--- src/rtl/core/gfs_pkg.sv ---
package gfs_pkg;

    localparam int unsigned PayloadBytes = 18;
    localparam int unsigned FrameBytes   = 24;
    localparam int unsigned PayloadWidth = PayloadBytes * 8;

    localparam logic [7:0] HdrDollar = 8'h24;
    localparam logic [7:0] HdrM      = 8'h4D;
    localparam logic [7:0] HdrLt     = 8'h3C;
    localparam logic [7:0] LenByte   = 8'(PayloadBytes);
    localparam logic [7:0] CmdReset  = 8'd201;

    localparam logic [4:0] PosDollar = 5'd0;
    localparam logic [4:0] PosM      = 5'd1;
    localparam logic [4:0] PosLt     = 5'd2;
    localparam logic [4:0] PosLen    = 5'd3;
    localparam logic [4:0] PosCmd    = 5'd4;
    localparam logic [4:0] PosFirstP = 5'd5;
    localparam logic [4:0] PosLastP  = 5'd22;
    localparam logic [4:0] PosCsum   = 5'(FrameBytes - 1);

    typedef struct packed {
        logic [PayloadWidth-1:0] payload;
    } t_item;

endpackage

--- src/rtl/core/gfs_front.sv ---
module gfs_front (
    input  logic                 i_clk,
    input  logic                 i_rst_n,
    input  logic                 push,
    output logic                 full,
    input  logic [7:0]           i_fix_kind,
    input  logic [7:0]           i_satellite_count,
    input  logic signed [30:0]   i_latitude,
    input  logic signed [31:0]   i_longitude,
    input  logic signed [15:0]   i_altitude,
    input  logic [15:0]          i_ground_speed,
    input  logic [15:0]          i_course,
    input  logic [15:0]          i_dilution,
    output logic                 o_valid,
    output gfs_pkg::t_item       o_item,
    input  logic                 i_ready
);
    import gfs_pkg::*;

    t_item       r_q [2];
    logic        r_wptr, n_wptr;
    logic        r_rptr, n_rptr;
    logic [1:0]  r_count, n_count;
    logic        wr, rd;
    t_item       packed_item;

    // little-endian payload, latitude sign extended to 32 bits
    assign packed_item.payload = {i_dilution, i_course, i_ground_speed, i_altitude,
                                  i_longitude, i_latitude[30], i_latitude,
                                  i_satellite_count, i_fix_kind};

    assign full    = (r_count == 2'd2);
    assign o_valid = (r_count != 2'd0);
    assign o_item  = r_q[r_rptr];
    assign wr      = push && !full;
    assign rd      = o_valid && i_ready;

    always_comb begin
        n_wptr  = wr ? ~r_wptr : r_wptr;
        n_rptr  = rd ? ~r_rptr : r_rptr;
        n_count = r_count + {1'b0, wr} - {1'b0, rd};
    end

    always_ff @(posedge i_clk) begin
        if (!i_rst_n) begin
            r_wptr  <= 1'b0;
            r_rptr  <= 1'b0;
            r_count <= 2'd0;
        end else begin
            r_wptr  <= n_wptr;
            r_rptr  <= n_rptr;
            r_count <= n_count;
        end
    end

    always_ff @(posedge i_clk) begin
        if (wr) begin
            r_q[r_wptr] <= packed_item;
        end
    end

    a_count_range: assert property (@(posedge i_clk) disable iff (!i_rst_n)
        r_count <= 2'd2) else $error("queue count out of range");
    a_ptr_match: assert property (@(posedge i_clk) disable iff (!i_rst_n)
        (r_count == 2'd0 || r_count == 2'd2) |-> (r_wptr == r_rptr))
        else $error("queue pointers disagree with count");
    a_push_counts: assert property (@(posedge i_clk) disable iff (!i_rst_n)
        (wr && !rd) |=> (r_count == $past(r_count) + 2'd1))
        else $error("push not counted");

endmodule

--- src/rtl/core/gfs_back.sv ---
module gfs_back (
    input  logic            i_clk,
    input  logic            i_rst_n,
    input  logic            i_cfg_valid,
    output logic            o_cfg_ready,
    input  logic [7:0]      i_cfg_data,
    input  logic            i_valid,
    input  gfs_pkg::t_item  i_item,
    output logic            o_ready,
    output logic            empty,
    input  logic            pop,
    output logic [7:0]      o_frame_byte,
    output logic            o_is_last
);
    import gfs_pkg::*;

    logic [7:0]              r_cmd;
    logic                    r_busy;
    logic [4:0]              r_pos;
    logic [7:0]              r_xor;
    logic [PayloadWidth-1:0] r_pl;
    logic                    r_out_valid;
    logic [7:0]              r_out_byte;
    logic                    r_out_last;
    logic                    adv, at_end, take;
    logic [7:0]              n_byte;

    assign o_cfg_ready  = 1'b1;
    assign empty        = !r_out_valid;
    assign o_frame_byte = r_out_byte;
    assign o_is_last    = r_out_last;

    assign adv     = r_busy && (!r_out_valid || pop);
    assign at_end  = (r_pos == PosCsum);
    assign o_ready = !r_busy || (adv && at_end);
    assign take    = i_valid && o_ready;

    always_comb begin
        priority if (r_pos == PosDollar) begin
            n_byte = HdrDollar;
        end else if (r_pos == PosM) begin
            n_byte = HdrM;
        end else if (r_pos == PosLt) begin
            n_byte = HdrLt;
        end else if (r_pos == PosLen) begin
            n_byte = LenByte;
        end else if (r_pos == PosCmd) begin
            n_byte = r_cmd;
        end else if (r_pos == PosCsum) begin
            n_byte = r_xor;
        end else begin
            n_byte = r_pl[7:0];
        end
    end

    always_ff @(posedge i_clk) begin
        if (!i_rst_n) begin
            r_cmd       <= CmdReset;
            r_busy      <= 1'b0;
            r_pos       <= PosDollar;
            r_xor       <= 8'd0;
            r_out_valid <= 1'b0;
            r_out_last  <= 1'b0;
        end else begin
            if (i_cfg_valid) begin
                r_cmd <= i_cfg_data;
            end
            if (take) begin
                r_busy <= 1'b1;
            end else if (adv && at_end) begin
                r_busy <= 1'b0;
            end
            if (adv) begin
                r_pos       <= at_end ? PosDollar : r_pos + 5'd1;
                r_out_valid <= 1'b1;
                r_out_last  <= at_end;
                if (r_pos == PosDollar) begin
                    r_xor <= 8'd0;
                end else if (r_pos >= PosLen && r_pos <= PosLastP) begin
                    r_xor <= r_xor ^ n_byte;
                end
            end else if (pop) begin
                r_out_valid <= 1'b0;
            end
        end
    end

    always_ff @(posedge i_clk) begin
        if (adv) begin
            r_out_byte <= n_byte;
        end
        if (take) begin
            r_pl <= i_item.payload;
        end else if (adv && r_pos >= PosFirstP && r_pos <= PosLastP) begin
            r_pl <= {8'd0, r_pl[PayloadWidth-1:8]};
        end
    end

    a_pos_range: assert property (@(posedge i_clk) disable iff (!i_rst_n)
        r_pos <= PosCsum) else $error("byte position out of range");
    a_idle_pos: assert property (@(posedge i_clk) disable iff (!i_rst_n)
        !r_busy |-> (r_pos == PosDollar)) else $error("idle with frame in progress");
    a_start_hdr: assert property (@(posedge i_clk) disable iff (!i_rst_n)
        (adv && r_pos == PosDollar) |=> (r_out_byte == HdrDollar && !r_out_last))
        else $error("frame did not start with header");
    a_end_last: assert property (@(posedge i_clk) disable iff (!i_rst_n)
        (adv && at_end) |=> (r_out_last && r_out_valid))
        else $error("checksum byte not flagged last");

endmodule

--- src/rtl/core/gps_fix_frame_serializer.sv ---
// gps fix frame serializer
// input queue side: present a fix on the i_* field ports with push high; a
// transaction completes on a clock edge with push high and full low. a
// two-entry queue holds accepted fixes, so full rises only when two fixes
// wait behind the frame being sent.
// result queue side: while empty is low, o_frame_byte/o_is_last hold the oldest
// byte; pop high with empty low takes it. each fix gives 24 bytes: '$' 'M' '<',
// length 18, command, 18 payload bytes little-endian, then the xor checksum
// flagged by o_is_last.
// before its first byte shows, a fix passes the queue and the payload register.
// throughput: one byte per cycle while pop keeps up, set by the single
// byte-wide result register; frames follow each other with no gap.
// a stalled receiver (pop low) holds the current byte; the serializer waits and
// the input queue keeps taking fixes until full.
// config: i_cfg_data is taken on i_cfg_valid (o_cfg_ready is always high);
// write it only while idle. reset (i_rst_n low, synchronous) empties both
// sides and sets the command to 201.
module gps_fix_frame_serializer (
    input  logic                i_clk,
    input  logic                i_rst_n,
    input  logic                i_cfg_valid,
    output logic                o_cfg_ready,
    input  logic [7:0]          i_cfg_data,
    input  logic                push,
    output logic                full,
    input  logic [7:0]          i_fix_kind,
    input  logic [7:0]          i_satellite_count,
    input  logic signed [30:0]  i_latitude,
    input  logic signed [31:0]  i_longitude,
    input  logic signed [15:0]  i_altitude,
    input  logic [15:0]         i_ground_speed,
    input  logic [15:0]         i_course,
    input  logic [15:0]         i_dilution,
    output logic                empty,
    input  logic                pop,
    output logic [7:0]          o_frame_byte,
    output logic                o_is_last
);
    import gfs_pkg::*;

    logic  q_valid;
    logic  q_ready;
    t_item q_item;

    gfs_front u_front (
        .i_clk             (i_clk),
        .i_rst_n           (i_rst_n),
        .push              (push),
        .full              (full),
        .i_fix_kind        (i_fix_kind),
        .i_satellite_count (i_satellite_count),
        .i_latitude        (i_latitude),
        .i_longitude       (i_longitude),
        .i_altitude        (i_altitude),
        .i_ground_speed    (i_ground_speed),
        .i_course          (i_course),
        .i_dilution        (i_dilution),
        .o_valid           (q_valid),
        .o_item            (q_item),
        .i_ready           (q_ready)
    );

    gfs_back u_back (
        .i_clk        (i_clk),
        .i_rst_n      (i_rst_n),
        .i_cfg_valid  (i_cfg_valid),
        .o_cfg_ready  (o_cfg_ready),
        .i_cfg_data   (i_cfg_data),
        .i_valid      (q_valid),
        .i_item       (q_item),
        .o_ready      (q_ready),
        .empty        (empty),
        .pop          (pop),
        .o_frame_byte (o_frame_byte),
        .o_is_last    (o_is_last)
    );

endmodule
--- config.mk ---
export PLATFORM = sky130hd
export DESIGN_NAME = gps_fix_frame_serializer
export DESIGN_NICKNAME = d
export VERILOG_FILES = /design/src/rtl/core/gfs_pkg.sv /design/src/rtl/core/gfs_front.sv /design/src/rtl/core/gfs_back.sv /design/src/rtl/core/gps_fix_frame_serializer.sv
export SDC_FILE = /design/constraint.sdc
export NUM_CORES = 1
export LEC_CHECK = 0
export ABC_AREA = 0
export BUFFER_PORTS_ARGS = -buffer_cell sky130_fd_sc_hd__buf_2
export CORE_MARGIN = 2
export CORE_UTILIZATION = 50
export DETAILED_ROUTE_END_ITERATION = 8
export MAX_ROUTING_LAYER = met4
export PLACE_DENSITY_LB_ADDON = 0.12
export SYNTH_ARGS = -nofsm -noshare
export SYNTH_HDL_FRONTEND = slang
export SYNTH_HIERARCHICAL = 1
export SYNTH_SLANG_ARGS = --single-unit
--- constraint.sdc ---
create_clock -name i_clk -period 8.96 [get_ports i_clk]
set_input_delay 0.448 -clock i_clk [delete_from_list [all_inputs] [get_ports i_clk]]
set_output_delay 0.448 -clock i_clk [all_outputs]
set_load 0.01 [all_outputs]
==> results of run 1 <==
-- area by class of cell --
cell class,count,share of cell area (%)
Antenna cell,1,0.0116
Tap cell,511,2.97
Clock inverter,26,1.06
Timing Repair Buffer,176,4.20
Clock buffer,59,6.01
Multi-Input combinational cell,448,21.8
Sequential cell,467,63.8
Inverter,11,0.197
-- power by group --
part	switching (mW)	total [mW]	internal [mW]
Sequential	0.227	3.45	3.22
Clock	0.786	1.92	1.13
Combinational	0.840	1.72	0.881
Total	1.85	7.09	5.23
-- logic make-up after synthesis --
family          count (synthesis)
other cells                     1
simple gates                   96
mux                           294
compound gates                 42
fa+ha+maj                       6
xor+xnor                        9
flops                         467
buf+inv                        55
-- synth_stat cells (10+ instances only) --
library cell | instances | area (µm²)
mux2_4 | 99 | 1490
edfxtp_1 | 438 | 13200
nor2_1 | 19 | 71.3
dfxtp_1 | 29 | 581
mux2_1 | 100 | 1130
o21ai_0 | 11 | 55.1
buf_6 | 23 | 259
mux2_2 | 83 | 935
nand2_1 | 19 | 71.3
inv_1 | 10 | 37.5
mux2i_1 | 12 | 120
-- per-layer routing --
layer | GRT usage (%) | vias to the layer above | share of wire, % | wire, µm
met5 | - | - | 0 | 0
met4 | 5.43 | 0 | 1.8 | 567
met3 | 3.13 | 43 | 4.8 | 1560
met2 | 27.1 | 183 | 48 | 15600
met1 | 23.1 | 4365 | 45 | 14500
li1 | - | 4114 | - | -
-- metrics by stage --
stage                     cells  hold WS (ns)  utilization [%]  power (mW)  setup slack (ns)
after CTS                  1698        0.0372             57.6        7.21              4.19
final                      1699        0.0755             57.6        7.09              4.22
after global routing       1699        0.0486             57.6        7.45              3.76
after global placement     1613         0.475             53.5        5.23              4.12
after detailed placement   1613         0.465             53.5        5.26              4.06
after floorplan             970         0.436                -        4.93              1.79
-- how the worst min path moves through the flow --
stage | startpoint | endpoint
floorplan | u_back/r_cmd[3] | u_back/r_cmd[3]
global placement | u_back/r_cmd[3] | u_back/r_cmd[3]
detailed placement | u_back/r_cmd[3] | u_back/r_cmd[3]
CTS | i_dilution[0] | u_front/r_q[0][128]
global route | i_dilution[8] | u_front/r_q[1][136]
finish | i_course[1] | u_front/r_q[1][113]
-- cells in the final DEF (no fill, tap or decap), types with 4 or more instances in the layout --
cell	Yosys	layout
edfxtp_1	438	438
buf_2	9	166
mux2_1	100	100
mux2_4	99	99
mux2_2	83	83
clkbuf_16	0	49
dfxtp_1	29	28
nor2_1	19	18
nand2_1	19	17
clkinv_2	1	12
mux2i_1	12	12
o21ai_0	11	11
inv_1	10	10
buf_4	8	10
clkinv_1	0	8
xnor2_1	8	8
and3_1	9	8
clkbuf_1	4	7
nand3_1	7	7
nor2b_1	7	7
nand2b_1	6	6
and2_1	6	6
nor3_1	6	6
ha_1	6	6
a21boi_0	5	5
bufinv_16	0	4
a21oi_1	4	4
-- worst max-delay path, delay by kind of cell (launching register included) --
family                 cells  cell delay, ns
AOI/OAI and AO/OA          1            0.71
buffers and inverters      2            1.37
DFF                        1            0.92
and+or+nand+nor            3            1.24
-- sequential cells by signal, indices dropped and copies added (netlist names), 2 cells and up, named ones only --
signal               cells
u_back/o_frame_byte      8
u_back/r_cmd             8
u_back/r_pl            144
u_back/r_pos             5
u_back/r_xor             8
u_front/r_count          2
u_front/r_q            286
==> flow_summary_export.csv, run 1 <==
group,metric,value,unit
setup_path,criticalPathCategory,"flop to flop",
logic_synthesis,synth_top_family_by_area,"multiplexers",
setup_path,worst_ep_arrival_time,4.92,ns
run,drv_cap,0,
clocking,postCtsSetupRepairBufs,0,
timing,worstMarginPinSlew,0.989,ns
drt,routed_via_density,5.12,
setup_path,reg2reg_depth,6,
setup_path,r2r-end,"u_back/r_pl[95]",
grt,grt_pass1_vias,8915,
grt,antenna_found_initial,2,
timing,setup_tns,0,ns
timing,final-hold-violation-count,0,
clocking,holdBufCountCts,0,
power,power.density,329,mW/mm²
placed_design,place_area,0.0200,mm²
logic_synthesis,ys.warnings.count,6,
drt,ant_nets,0,
clocking,numCtsBuffers,48,
setup_path,slowest_stage,"dfxtp_1",
clocking,clk_pin_slew,0.06,ns
timing,setup_viol,0,
placed_design,io_buffers,166,
grt,grt_max_degree,61,
logic_synthesis,synth_xor_area_share,0.419,%
floorplan,die_w,198,µm
drt,vias,8705,
finish,area_growth_syn_to_layout,14.5,%
grt,grt.overflow.total,0,
logic_synthesis,async_reset_ff_share,0,%
setup_path,cp-start-kind,"flop",
floorplan,die_area,0.0392,mm²
floorplan,rows,71,
power,irDropWorstVdd,203,µV
grt,grt_pass1_wl,49.8,mm
floorplan,die_h,198,µm
timing,grt_setup_unrepaired,"false",
hold_path,min_path_type,"input port to flop",
finish,fillers,2888,
timing,period_needed,4.74,ns
power,leakage,7.81,nW
setup_path,end_kind,"flop",
logic_synthesis,netlist_area,0.0188,mm²
drt,first_pass_iters,4,
setup_path,r2r_slack,4.22,ns
logic_synthesis,synth_cells,970,
setup_path,path_cells,"nand4_1 > o21ai_1 > nand2_4 > nand2_4 > buf_4 > buf_4",
logic_synthesis,synthMuxAreaShare,19.5,%
floorplan,start_util,50.3,%
grt,track_usage,17.3,%
drt,drc,0,
placed_design,dpl.hpwl,19.7,mm
hold_path,hold_depth,1,
setup_path,required,9.14,ns
finish,multi_input_area,0.00469,mm²
logic_synthesis,synth_cell_type_count,52,
timing,max_freq,211,MHz
logic_synthesis,synth-compound-area-share,1.65,%
clocking,cts-resized-gates,0,
drt,wl_per_cell,19.0,µm
setup_path,endpoint,"u_back/r_pl[95]",
floorplan,coreArea,0.0374,mm²
logic_synthesis,synthSimpleGateAreaFrac,2.83,%
timing,drv_slew,0,
clocking,clock_latency,0.56,ns
status,outcome,"completed",
placed_design,gp_congestion,0.819,
clocking,cts_root_buf,"clkbuf_16",
floorplan,pin_count,168,
timing,max_slew_margin,33.9,%
finish,final_cell_area,0.0215,mm²
logic_synthesis,ys_seq_elements,467,
timing,fin_crit_sh,52.9,%
clocking,cts_sinks,467,
finish,nNetsFinal,1314,
setup_path,crit_path_start,"u_back/r_pos[2]",
timing,fin_skew,0.0105,ns
clocking,htreeDepth,2,
finish,regArea,0.0137,mm²
setup_path,critical_path.max_fanout,58,
clocking,cts_max_path_buffers,3,
setup_path,rr_startpoint,"u_back/r_pos[2]",
logic_synthesis,synth_enable_flop_cells,438,
logic_synthesis,synth-main-ff-cell,"edfxtp_1",
drt,routed_wl,32.3,mm
logic_synthesis,postSynthNetCount,1132,
logic_synthesis,synth_area_per_cell,19.4,µm²
finish,drive_gt1_share,37.6,%
setup_path,cpPeakStageDelay,0.92,ns
clocking,tritoncts,"built",
logic_synthesis,synth-seq-area-share,73.0,%
drt,first_iter_violations,517,
logic_synthesis,synth_fa_ha_area_share,0.399,%
Power figures use the tool's default switching activity.
==> run 2, diff against run 1 <==
--- a/config.mk
+++ b/config.mk
@@ -5,7 +5,7 @@
 export SDC_FILE = /design/constraint.sdc
 export NUM_CORES = 1
 export LEC_CHECK = 0
-export ABC_AREA = 0
+export ABC_AREA = 1
 export BUFFER_PORTS_ARGS = -buffer_cell sky130_fd_sc_hd__buf_2
 export CORE_MARGIN = 2
 export CORE_UTILIZATION = 50
==> constraint.sdc (replaced) <==
create_clock -name i_clk -period 4.26 [get_ports i_clk]
set_input_delay 0.213 -clock i_clk [delete_from_list [all_inputs] [get_ports i_clk]]
set_output_delay 0.213 -clock i_clk [all_outputs]
set_load 0.01 [all_outputs]
==> flow_summary_export.csv, run 2 <==
group,metric,value,unit
status,outcome,"completed",
logic_synthesis,synth-compound-area-share,1.05,%
clocking,tritoncts,"built",
setup_path,reg2reg_depth,10,
hold_path,min_from,"i_rst_n",
setup_path,crit_path_start,"u_back/r_pos[0]",
logic_synthesis,async_reset_ff_share,0,%
floorplan,pin_count,168,
timing,fin_skew,0.00757,ns
grt,grt_pass1_wl,61.0,mm
clocking,numCtsBuffers,48,
floorplan,die_area,0.0393,mm²
clocking,clk_pin_slew,0.06,ns
floorplan,die_w,198,µm
placed_design,pre_cts_slack,1.05,ns
drt,first_pass_iters,5,
timing,setup_tns,0,ns
floorplan,start_util,50.4,%
drt,vias,11200,
logic_synthesis,synth_fa_ha_area_share,0.398,%
setup_path,end_kind,"flop",
grt,grt.overflow.total,0,
floorplan,rows,71,
logic_synthesis,synth_cell_type_count,29,
logic_synthesis,ys_seq_elements,467,
drt,routed_wl,39.6,mm
floorplan,die_h,198,µm
logic_synthesis,netlist.top_cell.by_area,"edfxtp_1",
finish,final_cell_mix,"edfxtp_1, nand2_1, nand3_1",
logic_synthesis,synth_top_family_by_area,"simple AND/OR/NAND/NOR gates",
logic_synthesis,synth-main-ff-cell,"edfxtp_1",
logic_synthesis,synth_common_cells,"edfxtp_1, nand2_1, nand3_1",
clocking,cts_root_buf,"clkbuf_16",
setup_path,rr_startpoint,"u_back/r_pos[0]",
placed_design,gp_congestion,0.866,
drt,routed_via_density,5.05,
finish,largest_reg_flops,286,
timing,drv_slew,0,
setup_path,criticalPathCategory,"flop to flop",
logic_synthesis,synth_cells,1340,
clocking,clock_latency,0.57,ns
setup_path,required,4.72,ns
drt,first_iter_violations,765,
logic_synthesis,postSynthNetCount,1502,
power,irDropWorstVdd,458,µV
timing,setup_viol,0,
clocking,htreeDepth,2,
timing,grt_setup_unrepaired,"false",
setup_path,r2r_slack,1.03,ns
drt,ant_nets,0,
timing,timing.final.ws_setup,1.03,ns
timing,max_slew_margin,25.1,%
logic_synthesis,netlist_top_cells_area,"edfxtp_1, nand2_1, mux2_4",
finish,nNetsFinal,1830,
logic_synthesis,synthSimpleGateAreaFrac,12.8,%
finish,mostFrequentLayoutCell,"edfxtp_1",
clocking,postCtsSetupRepairBufs,0,
grt,grt_max_degree,105,
finish,fillers,2904,
logic_synthesis,synthMuxAreaShare,9.93,%
clocking,holdBufCountCts,164,
clocking,cts_max_path_buffers,3,
grt,track_usage,20.9,%
grt,grt_pass1_vias,11300,
timing,period_needed,3.23,ns
finish,multi_input_area,0.00461,mm²
floorplan,coreArea,0.0374,mm²
clocking,cts-resized-gates,0,
timing,fin_crit_sh,75.9,%
timing,max_freq,309,MHz
placed_design,io_buffers,166,
logic_synthesis,synthMostInstantiatedCell,"edfxtp_1",
logic_synthesis,synth_area_per_cell,14.1,µm²
finish,top_regs,"u_front/r_q: 286 flops, u_back/r_pl: 144 flops",
logic_synthesis,ys.warnings.count,6,
setup_path,critical_path.max_fanout,77,
drt,wl_per_cell,17.8,µm
logic_synthesis,synth_top_area_share,69.7,%
timing,worstMarginPinSlew,1.12,ns
logic_synthesis,synth_enable_flop_cells,438,
clocking,cts_sinks,467,
drt,drc,0,
hold_path,hold_depth,3,
logic_synthesis,synth-seq-area-share,72.8,%
logic_synthesis,synth_xor_area_share,0.0464,%
logic_synthesis,netlist_area,0.0189,mm²
finish,regMostFlops,"u_front/r_q",
timing,final-hold-violation-count,0,
setup_path,cp-start-kind,"flop",
power,power.density,678,mW/mm²
finish,area_growth_syn_to_layout,23.6,%
power,leakage,9.12,nW
placed_design,dpl.hpwl,22.8,mm
finish,regArea,0.0137,mm²
setup_path,worst_ep_arrival_time,3.70,ns
grt,antenna_found_initial,3,
finish,drive_gt1_share,23.7,%
hold_path,min_path_type,"input port to flop",
run,drv_cap,0,
==> run 2: cell types whose count changed after synthesis, moves of 15 or more <==
cell and delta:
nor2_1 +22, mux2_1 -100, inv_1 +32, mux2_4 -29, nand3_1 +164, buf_2 +31
a21oi_1 +15, nand2_1 +327
==> run 2: cells by family after synthesis <==
| logic type | count (synthesis) |
|---|---|
| compound gates | 36 |
| xor+xnor | 1 |
| fa+ha+maj | 6 |
| buf+inv | 115 |
| flops | 467 |
| mux | 143 |
| other cells | 1 |
| simple gates | 571 |
==> run 2: worst max-delay path: stages, from the launching register on <==
cell and delay, ns:
dfxtp_1 0.44, ha_1 0.30, nand2_1 0.09, inv_2 0.16
nand2_2 0.18, o21ai_4 0.21, buf_4 0.59, buf_4 0.78
nand3_1 0.15, nand2_1 0.13, nor2_1 0.04
==> run 2: report_power, final <==
part	switching, mW	internal [mW]
clock network	1.67	2.32
registers	0.471	6.85
logic	2.77	1.72
==> run 2: per-layer routing <==
layer | track usage [%] | share of wire [%] | vias to the layer above
li1 | - | - | 5448
met1 | 27.3 | 44 | 5450
met2 | 33.9 | 49 | 261
met3 | 3.83 | 4.6 | 54
met4 | 5.82 | 2.0 | 0
met5 | - | 0 | -
==> run 2: layout make-up <==
cell class,instances,share of cell area (%)
Antenna cell,3,0.0322
Clock buffer,65,5.60
Clock inverter,23,0.794
Inverter,46,0.762
Multi-Input combinational cell,758,19.8
Sequential cell,467,58.9
Tap cell,511,2.74
Timing Repair Buffer,347,11.4
==> run 2: worst min path at each step <==
stage                                      to  slack (ns)
after floorplan            u_front/r_count[0]        0.31
after CTS                  u_front/r_count[0]       0.002
after global routing       u_front/r_count[1]        0.03
after detailed placement  u_front/r_q[1][107]        0.40
after global placement    u_front/r_q[1][128]        0.40
final                      u_front/r_count[0]        0.04
==> run 2: through the flow <==
stage / hold WS (ns) / std cells / total power [mW] / utilization [%] / instance area, µm²
2_1_floorplan: 0.306 / 1340 / 10.6 / - / 18900
3_3_place_gp: 0.400 / 1965 / 11.8 / 53.9 / 20200
3_5_place_dp: 0.404 / 1965 / 11.8 / 53.9 / 20200
4_1_cts: 0.00245 / 2217 / 16.0 / 62.3 / 23300
5_1_grt: 0.0269 / 2220 / 16.7 / 62.3 / 23300
6_report: 0.0391 / 2220 / 15.8 / 62.3 / 23300
